## src/hw/rtl/hfbt_pkg.sv

```systemverilog
package hfbt_pkg;

  localparam int PATTERN_LEN = 8;
  localparam int CODE_BITS = 12;
  localparam int MAX_RUN = (PATTERN_LEN > CODE_BITS) ? PATTERN_LEN : CODE_BITS;
  localparam int CNT_W = $clog2(MAX_RUN);

  typedef logic [1:0] phase_t;
  localparam phase_t PH_PRE = 2'd0;
  localparam phase_t PH_CODE = 2'd1;
  localparam phase_t PH_POST = 2'd2;

  typedef logic [CODE_BITS-1:0] code_t;

  typedef struct packed {
    logic has_char;
    logic frame_start;
    logic frame_end;
  } flags_t;

endpackage

```

## src/hw/rtl/hfbt_encode.sv

```systemverilog
module hfbt_encode (
  input  logic [7:0]     char_byte,
  output hfbt_pkg::code_t code_word
);
  import hfbt_pkg::*;

  logic [CODE_BITS-1:0] pos;

  // Codeword position 1 lands in the MSB so the serializer shifts out MSB first.
  always_comb begin
    pos = '0;
    pos[2]  = char_byte[7];
    pos[4]  = char_byte[6];
    pos[5]  = char_byte[5];
    pos[6]  = char_byte[4];
    pos[8]  = char_byte[3];
    pos[9]  = char_byte[2];
    pos[10] = char_byte[1];
    pos[11] = char_byte[0];
    pos[0]  = pos[2] ^ pos[4] ^ pos[6] ^ pos[8] ^ pos[10];
    pos[1]  = pos[2] ^ pos[5] ^ pos[6] ^ pos[9] ^ pos[10];
    pos[3]  = pos[4] ^ pos[5] ^ pos[6] ^ pos[11];
    pos[7]  = pos[8] ^ pos[9] ^ pos[10] ^ pos[11];
    for (int k = 0; k < CODE_BITS; k++) begin
      code_word[CODE_BITS-1-k] = pos[k];
    end
  end

endmodule

```

## src/hw/rtl/hfbt_seq.sv

```systemverilog
module hfbt_seq (
  input  logic             clk,
  input  logic             rst_n,
  input  logic             load,
  input  hfbt_pkg::flags_t load_flags,
  input  hfbt_pkg::code_t  load_code,
  output logic             busy,
  output logic             out_valid,
  input  logic             out_stall,
  output logic             out_line_bit,
  output hfbt_pkg::phase_t out_bit_phase,
  output logic             out_run_last
);
  import hfbt_pkg::*;

  typedef enum logic [3:0] {
    S_IDLE = 4'b0001,
    S_PRE  = 4'b0010,
    S_CODE = 4'b0100,
    S_POST = 4'b1000
  } state_t;

  state_t           state_r, state_nxt;
  flags_t           flags_r, flags_nxt;
  code_t            shift_r, shift_nxt;
  logic [CNT_W-1:0] cnt_r, cnt_nxt;
  logic             vld_r, vld_nxt;
  logic             bit_r, bit_nxt;
  phase_t           phase_r, phase_nxt;
  logic             last_r, last_nxt;
  logic             emit;
  logic             seg_end;

  assign busy = (state_r != S_IDLE);
  assign emit = busy && (!vld_r || !out_stall);

  always_comb begin
    case (state_r)
      S_CODE:  seg_end = (cnt_r == CNT_W'(CODE_BITS - 1));
      S_PRE,
      S_POST:  seg_end = (cnt_r == CNT_W'(PATTERN_LEN - 1));
      default: seg_end = 1'b0;
    endcase
  end

  always_comb begin
    state_nxt = state_r;
    flags_nxt = flags_r;
    shift_nxt = shift_r;
    cnt_nxt   = cnt_r;
    vld_nxt   = vld_r && out_stall;
    bit_nxt   = bit_r;
    phase_nxt = phase_r;
    last_nxt  = last_r;

    if (load) begin
      flags_nxt = load_flags;
      shift_nxt = load_code;
      cnt_nxt   = '0;
      if (load_flags.frame_start) begin
        state_nxt = S_PRE;
      end else if (load_flags.has_char) begin
        state_nxt = S_CODE;
      end else if (load_flags.frame_end) begin
        state_nxt = S_POST;
      end else begin
        state_nxt = S_IDLE;
      end
    end else if (emit) begin
      vld_nxt = 1'b1;
      cnt_nxt = seg_end ? '0 : cnt_r + 1'b1;
      case (state_r)
        S_PRE: begin
          bit_nxt   = cnt_r[0];
          phase_nxt = PH_PRE;
          last_nxt  = seg_end && !flags_r.has_char && !flags_r.frame_end;
          if (seg_end) begin
            if (flags_r.has_char) begin
              state_nxt = S_CODE;
            end else if (flags_r.frame_end) begin
              state_nxt = S_POST;
            end else begin
              state_nxt = S_IDLE;
            end
          end
        end
        S_CODE: begin
          bit_nxt   = shift_r[CODE_BITS-1];
          shift_nxt = {shift_r[CODE_BITS-2:0], 1'b0};
          phase_nxt = PH_CODE;
          last_nxt  = seg_end && !flags_r.frame_end;
          if (seg_end) begin
            state_nxt = flags_r.frame_end ? S_POST : S_IDLE;
          end
        end
        S_POST: begin
          bit_nxt   = cnt_r[0];
          phase_nxt = PH_POST;
          last_nxt  = seg_end;
          if (seg_end) begin
            state_nxt = S_IDLE;
          end
        end
        default: begin
          state_nxt = S_IDLE;
        end
      endcase
    end
  end

  always_ff @(posedge clk) begin
    if (!rst_n) begin
      state_r <= S_IDLE;
      vld_r   <= 1'b0;
      cnt_r   <= '0;
    end else begin
      state_r <= state_nxt;
      vld_r   <= vld_nxt;
      cnt_r   <= cnt_nxt;
    end
  end

  always_ff @(posedge clk) begin
    flags_r <= flags_nxt;
    shift_r <= shift_nxt;
    bit_r   <= bit_nxt;
    phase_r <= phase_nxt;
    last_r  <= last_nxt;
  end

  assign out_valid     = vld_r;
  assign out_line_bit  = bit_r;
  assign out_bit_phase = phase_r;
  assign out_run_last  = last_r;

endmodule

```

## src/hw/rtl/hamming_framed_bit_transmitter_unit.sv

```systemverilog
// Channel | Direction | Fields
// in_     | input     | char_byte[7:0], has_char, frame_start, frame_end
// out_    | output    | line_bit, bit_phase[1:0], run_last
//
// Each item is accepted and then sent one bit per cycle, while the output is not stalled, by a bit counter:
// 8 bits per preamble or postamble, 12 per codeword, up to 28 bits per item.
// An item with no flags set is accepted and yields nothing.
// The input is stalled while an item is being sent; a stalled output bit holds.
// Synchronous reset clears the sequencer and the output valid.
module hamming_framed_bit_transmitter_unit (
  input  logic             clk,
  input  logic             rst_n,
  input  logic             in_valid,
  output logic             in_stall,
  input  logic [7:0]       in_char_byte,
  input  logic             in_has_char,
  input  logic             in_frame_start,
  input  logic             in_frame_end,
  output logic             out_valid,
  input  logic             out_stall,
  output logic             out_line_bit,
  output hfbt_pkg::phase_t out_bit_phase,
  output logic             out_run_last
);
  import hfbt_pkg::*;

  code_t  code_word;
  flags_t in_flags;
  logic   busy;
  logic   load;

  assign in_flags.has_char    = in_has_char;
  assign in_flags.frame_start = in_frame_start;
  assign in_flags.frame_end   = in_frame_end;
  assign in_stall = busy;
  assign load     = in_valid && !busy;

  hfbt_encode u_encode (
    .char_byte (in_char_byte),
    .code_word (code_word)
  );

  hfbt_seq u_seq (
    .clk           (clk),
    .rst_n         (rst_n),
    .load          (load),
    .load_flags    (in_flags),
    .load_code     (code_word),
    .busy          (busy),
    .out_valid     (out_valid),
    .out_stall     (out_stall),
    .out_line_bit  (out_line_bit),
    .out_bit_phase (out_bit_phase),
    .out_run_last  (out_run_last)
  );

endmodule

```

## config.mk

```make
export PLATFORM = sky130hd
export DESIGN_NAME = hamming_framed_bit_transmitter_unit
export DESIGN_NICKNAME = d
export VERILOG_FILES = /design/src/hw/rtl/hfbt_pkg.sv /design/src/hw/rtl/hfbt_encode.sv /design/src/hw/rtl/hfbt_seq.sv /design/src/hw/rtl/hamming_framed_bit_transmitter_unit.sv
export SDC_FILE = /design/constraint.sdc
export NUM_CORES = 1
export LEC_CHECK = 0
export BUFFER_PORTS_ARGS = -buffer_cell sky130_fd_sc_hd__clkbuf_2
export CAP_MARGIN = 20
export CORE_ASPECT_RATIO = 0.8
export CORE_MARGIN = 2
export CORE_UTILIZATION = 50
export DETAILED_ROUTE_END_ITERATION = 6
export PLACE_DENSITY = 0.75
export SETUP_SLACK_MARGIN = 0.1
export SLEW_MARGIN = 10
export SYNTH_ARGS = -nofsm -noshare
export SYNTH_HDL_FRONTEND = slang
export SYNTH_SLANG_ARGS = --single-unit
```

## constraint.sdc

```tcl
create_clock -name clk -period 4 [get_ports clk]
set_input_delay 0.2 -clock clk [delete_from_list [all_inputs] [get_ports clk]]
set_output_delay 0.2 -clock clk [all_outputs]
set_load 0.005 [all_outputs]
```

Word-level counts from Yosys, hierarchy flattened:

Index checks and enable logic that the tools add are counted.

* bits in registers: 27
* input port bits: 15
* output and inout port bits: 6
* logic and storage cells: 78

* add/sub/neg operators: 1
* equal/unequal tests: 9
* muxes and demuxes: 21
* bitwise operators: 16
* reductions and logical operators: 22

Operators with widths (count)
* $mux W4: 11
* $mux W12: 3
* $xor A1 B1 Y1: 14
* $pmux W4 S3: 1
* $ne A3 B2 Y1 const B: 3
* $eq A4 B3 Y1 const B: 2
* $eq A4 B4 Y1 const B: 2
* $logic_and A1 B1 Y1: 6
* $pmux W2 S3: 1
* $reduce_and A3 Y1: 2
* $reduce_bool A2 Y1: 3
* $logic_not A1 Y1: 5
* $add A4 B1 Y4 const B: 1
* $eq A4 B2 Y1 const B: 1
* $ne A4 B1 Y1 const B: 1
* $pmux W1 S2: 2
* $reduce_and A4 Y1: 1
* $reduce_or A2 Y1: 2
* $pmux W1 S3: 1
* $reduce_bool A3 Y1: 1
* $mux W1: 2
* $not A1 Y1: 2
* $reduce_and A2 Y1: 1
* $logic_or A1 B1 Y1: 1

Depth between registers and ports, before layout:

* depth after elaboration: 7
* mapped depth: 6
* depth with buffers taken out: 5

By module:

Synthesis repeated with hierarchy kept, for this count alone.

* cell total of the unflattened synthesis: 134
* area, all modules: 1557.7 µm²

Modules (own cells, without submodules)
* hfbt_seq: instances 1, cells an instance 115, area an instance 1360.1 µm², seq. area each 720.7 µm²
* hfbt_encode: instances 1, cells an instance 18, area an instance 183.9 µm², seq. area each 0.0 µm²
* hamming_framed_bit_transmitter_unit: instances 1, cells an instance 1, area an instance 13.8 µm², seq. area each 0.0 µm²

Worst setup path before layout:

Ideal clock, no wire load.

* path type: register to register
* start point: register u_seq.state_r[3]
* end point: register u_seq.shift_r[0], enable pin
* library setup time: 398 ps
* arrival: 1946 ps
* required time: 3602 ps
* path slack: 1656 ps
* stages on the path, launching flop included: 4
* path buffers: 1
* clock period less this slack: 2344 ps
* path through: dfxtp_1 buf_6 or4b_1 o21ai_0

* word-level cells in the longest chain between the ends: 5

RTL lines
* start, declared: RTL line hfbt_seq.sv:23 `state_t state_r, state_nxt;`
* start signal, assigned: RTL line hfbt_seq.sv:117 `state_r <= state_nxt;`
* $ne A4 B1 Y1: RTL line hfbt_seq.sv:34 `assign busy = (state_r != S_IDLE);`
* $logic_not A1 Y1: RTL line hamming_framed_bit_transmitter_unit.sv:36 `assign load = in_valid && !busy;`
* $logic_and A1 B1 Y1: RTL line hamming_framed_bit_transmitter_unit.sv:36
* $reduce_bool A2 Y1 (no line)
* $reduce_and A2 Y1 (no line) *
* end signal, assigned: RTL line hfbt_seq.sv:125 `shift_r <= shift_nxt;`
* end, declared: RTL line hfbt_seq.sv:25 `code_t shift_r, shift_nxt;`

Mark *: on every way between the ends. The rest lies on a longest branch, timed or not.
A chain may end at the register's enable or synchronous reset.

Worst setup path in the final report:

* start point: register u_seq.state_r[1]
* end point: register u_seq.state_r[2]

* word-level cells in the longest chain between the ends: 5

RTL lines (RTL line)
* $eq A4 B2 Y1, or another cell as far along: hfbt_seq.sv:38, hfbt_seq.sv:72
* $reduce_or A2 Y1 (no line) or $logic_not A1 Y1 (tied branches)
* $pmux W1 S2 or $logic_and A1 B1 Y1 (tied branches): hfbt_seq.sv:38, hamming_framed_bit_transmitter_unit.sv:36
* $ne A3 B2 Y1 (no line) or $reduce_bool A2 Y1 (tied branches)
* $reduce_and A4 Y1 (no line)

Several ways; a longest one is shown, not always the timed one. The select of a mux whose other input is x is not followed.

==> metrics.md <==
| Metric | Value |
|---|---|
| Starting Density | 0.528 |
| Unrepaired setup endpoints after global routing | no |
| Vias post-DR | 1109 |
| Cts bufs inserted | 3 |
| CTS sink cnt | 27 |
| Postcts setup bufs | 0 |
| TritonCTS clock tree | built |
| First-pass GRT wire length | 4.74 mm |
| Slew Limit Headroom | 0.641 |
| Die X | 64.4 µm |
| WP data arrival | 2210 ps |
| Net count after synthesis | 162 |
| Diodes inserted | 0 |
| R2r worst-path depth | 5 |
| WP data required | 4260 ps |
| WL per Instance | about 14 µm |
| Routed wl met3 | 169 µm |
| #FFs+latches synth | 27 |
| Reg2reg setup slack | 2050 ps |
| Max Clock Skew | 3.31 ps |
| Top layer in use | met4 |
| Post-Syn Area | 1460 µm² |
| Period minus WS final | 1950 ps |
| Hpwl dp | 2.22 mm |
| Power consumption | about 0.001 W |
| Final setup vio count | 0 |
| WL final | 2.83 mm |
| Cell variety after synth | between 40 and 50 |
| Ys async rst share | 0 |
| Yosys Warn Count | 0 |
| Crit-path max FO | 22 |
| Fin area | 1610 µm² |
| Port Buffer Count | 20 |
| Cts hold-fix bufs | 0 |
| F_max | between 500 and 600 MHz |
| Path type of the worst min-delay path | in -> reg |
| DRT met1 WL | 1.44 mm |
| Syn Inst Count | 146 |
| Ports | 21 |
| Commonest non-fill, non-tap cell in the layout | nand2_1 |
| Drt first-iter violations | 50 |
| Fin. Hold Viols | 0 |
| Worst slew pin tran | 530 ps |
| Setup TNS | 0 ps |
| Final Cycle Share | 0.489 |
| Layout Nets | 183 |
| RD Place Congestion | between 0.9 and 1 |
| Remaining antenna violation count | 0 |
| Die footprint | 3370 µm² |
| Worst-Skew Late Latency | 330 ps |
| Min-Delay Endpoint | u_seq.flags_r[0]$_DFFE_PN_ |
| Largest net degree at the start of global routing | 23 |
| Seq/Total Area, Yosys | 0.494 |
| Post-CTS Resized | 0 |
| Root Driver | clkbuf_4 |
| Crit end category | flip-flop |
| Max-capacitance violation count | 0 |
| Core Area | about 2800 µm² |
| DRC errors left | 0 |
| Dpl cell area | 1580 µm² |
| Met2 WL post-DR | 1.20 mm |
| Number of flops mapped to enable cells by yosys | 18 |
| Crit Path Class | reg -> reg |
| Initial antenna violation count | 0 |
| Synth Flop Type | edfxtp_1 |
| Synth-to-Final Area Change | 10.2% |
| Hold_sp | in_frame_end |
| Most frequent cells in the layout | nand2_1, clkbuf_2, edfxtp_1 |
| Gr usage total | 0.185 |
| Pwr Density | 620 nW/µm² |
| Status | completed |
| Max-slew violation count | 0 |
| DIE HEIGHT | 52.3 µm |
| Share of post-route cells with drive strength above 1 | 0.199 |
| CTS Buffer Depth | 2 |
| Total gr overflow | 0 |
| Leak Pwr | 0.668 nW |
| Reg-to-Reg End | u_seq.state_r[2]$_SDFFE_PN0P_ |
| Average cell area after synthesis | 9.99 µm² |
| CP Launch Type | flip-flop |
| IR Drop Worst-Case VDD | ~300 µV |
| Number of global-route vias before repair | 989 |
| Cell depth of the worst hold path | 1 |
| R2R Path Start | u_seq.state_r[1]$_SDFFE_PN0P_ |
| Avg Vias per Cell | 5.44 |
| CTS HTree Levels | 1 |
| TritonRoute pass-1 iters | 4 |
| Clk slew on worst S/H paths | about 150 ps |
| Rows | 17 |
## metal layers
| layer | track usage | vias up |
|---|---|---|
| met4 | 0.0390 | 0 |
| met2 | 0.267 | 35 |
| met3 | 0.0495 | 4 |
| met5 | 0 | - |
| met1 | 0.277 | 509 |
| li1 | - | 561 |
## through the flow
stage | hold slack (ps) | util | instances | worst slack [ps]
final | 82.2 | 0.581 | 204 | 2050
after global routing | 69.2 | 0.581 | 204 | 1850
after CTS | 76.9 | 0.581 | 204 | 2040
after detailed placement | 427 | 0.571 | 200 | 2070
after global placement | 428 | 0.571 | 200 | 2150
after floorplan | 289 | - | 146 | 1660
## flip-flops by register name (all words and copies together) (netlist names)
register / count
u_seq.out_valid: 1
u_seq.shift_r: 12
u_seq.cnt_r: 4
u_seq.out_line_bit: 1
u_seq.out_run_last: 1
u_seq.out_bit_phase: 2
u_seq.state_r: 4
u_seq.flags_r: 2
## worst max-delay path, cell delays in order, from the launching register on
cell	delay, ps
dfxtp_1	460
nor4b_4	490
nand2_2	330
inv_2	260
a31oi_1	120
a211oi_1	220
## cell usage after synthesis (2+ instances only)
library cell / count / area, µm²
nor2_1: 5 / 18.8
buf_6: 2 / 22.5
xor2_1: 6 / 52.6
o21ai_0: 7 / 35.0
o211ai_1: 3 / 22.5
nand2_1: 33 / 124
nand3_1: 6 / 30.0
xnor2_1: 11 / 96.3
buf_2: 2 / 10.0
edfxtp_1: 18 / 541
a21oi_1: 4 / 20.0
inv_2: 2 / 7.51
inv_1: 4 / 15.0
nor3_1: 5 / 25.0
dfxtp_1: 9 / 180
## how the worst max path moves through the flow
stage / start / end / cells after the start
floorplan: u_seq.state_r[3]$_SDFFE_PN0P_ / u_seq.shift_r[0]$_SDFFCE_PP0P_ / 3
global placement: u_seq.state_r[3]$_SDFFE_PN0P_ / u_seq.shift_r[5]$_DFFE_PP_ / 4
detailed placement: u_seq.state_r[3]$_SDFFE_PN0P_ / u_seq.state_r[2]$_SDFFE_PN0P_ / 5
CTS: u_seq.state_r[1]$_SDFFE_PN0P_ / u_seq.state_r[2]$_SDFFE_PN0P_ / 5
global route: u_seq.state_r[1]$_SDFFE_PN0P_ / u_seq.state_r[2]$_SDFFE_PN0P_ / 5
finish: u_seq.state_r[1]$_SDFFE_PN0P_ / u_seq.state_r[2]$_SDFFE_PN0P_ / 5
## cell type report
type                            count  area [µm²]
Clock buffer                        3        22.5
Clock inverter                      1        7.51
Fill cell                         241        1160
Inverter                            6        22.5
Multi-Input combinational cell    108         679
Sequential cell                    27         721
Tap cell                           38        47.5
Timing Repair Buffer               21         108
## logic make-up (layout without fill, tap and decap cells)
family                     Yosys count  after routing  synth area share
buffers and inverters               11             31            0.0403
adders and majority gates            1              1           0.00857
xor gates and xnor gates            17             17             0.102
AOI/OAI and AO/OA                   27             27             0.129
muxes                                3              3            0.0223
and+or+nand+nor                     60             60             0.204
DFF                                 27             27             0.494
## where the power goes
group | switching [W] | internal, W | leakage [nW] | total [W]
Sequential | 0.0000614 | 0.000414 | 0.244 | 0.000476
Combinational | 0.000242 | 0.000158 | 0.411 | 0.000400
Clock | 0.0000831 | 0.0000383 | 0.0139 | 0.000121
No activity file was read; power rests on OpenSTA's default activity.
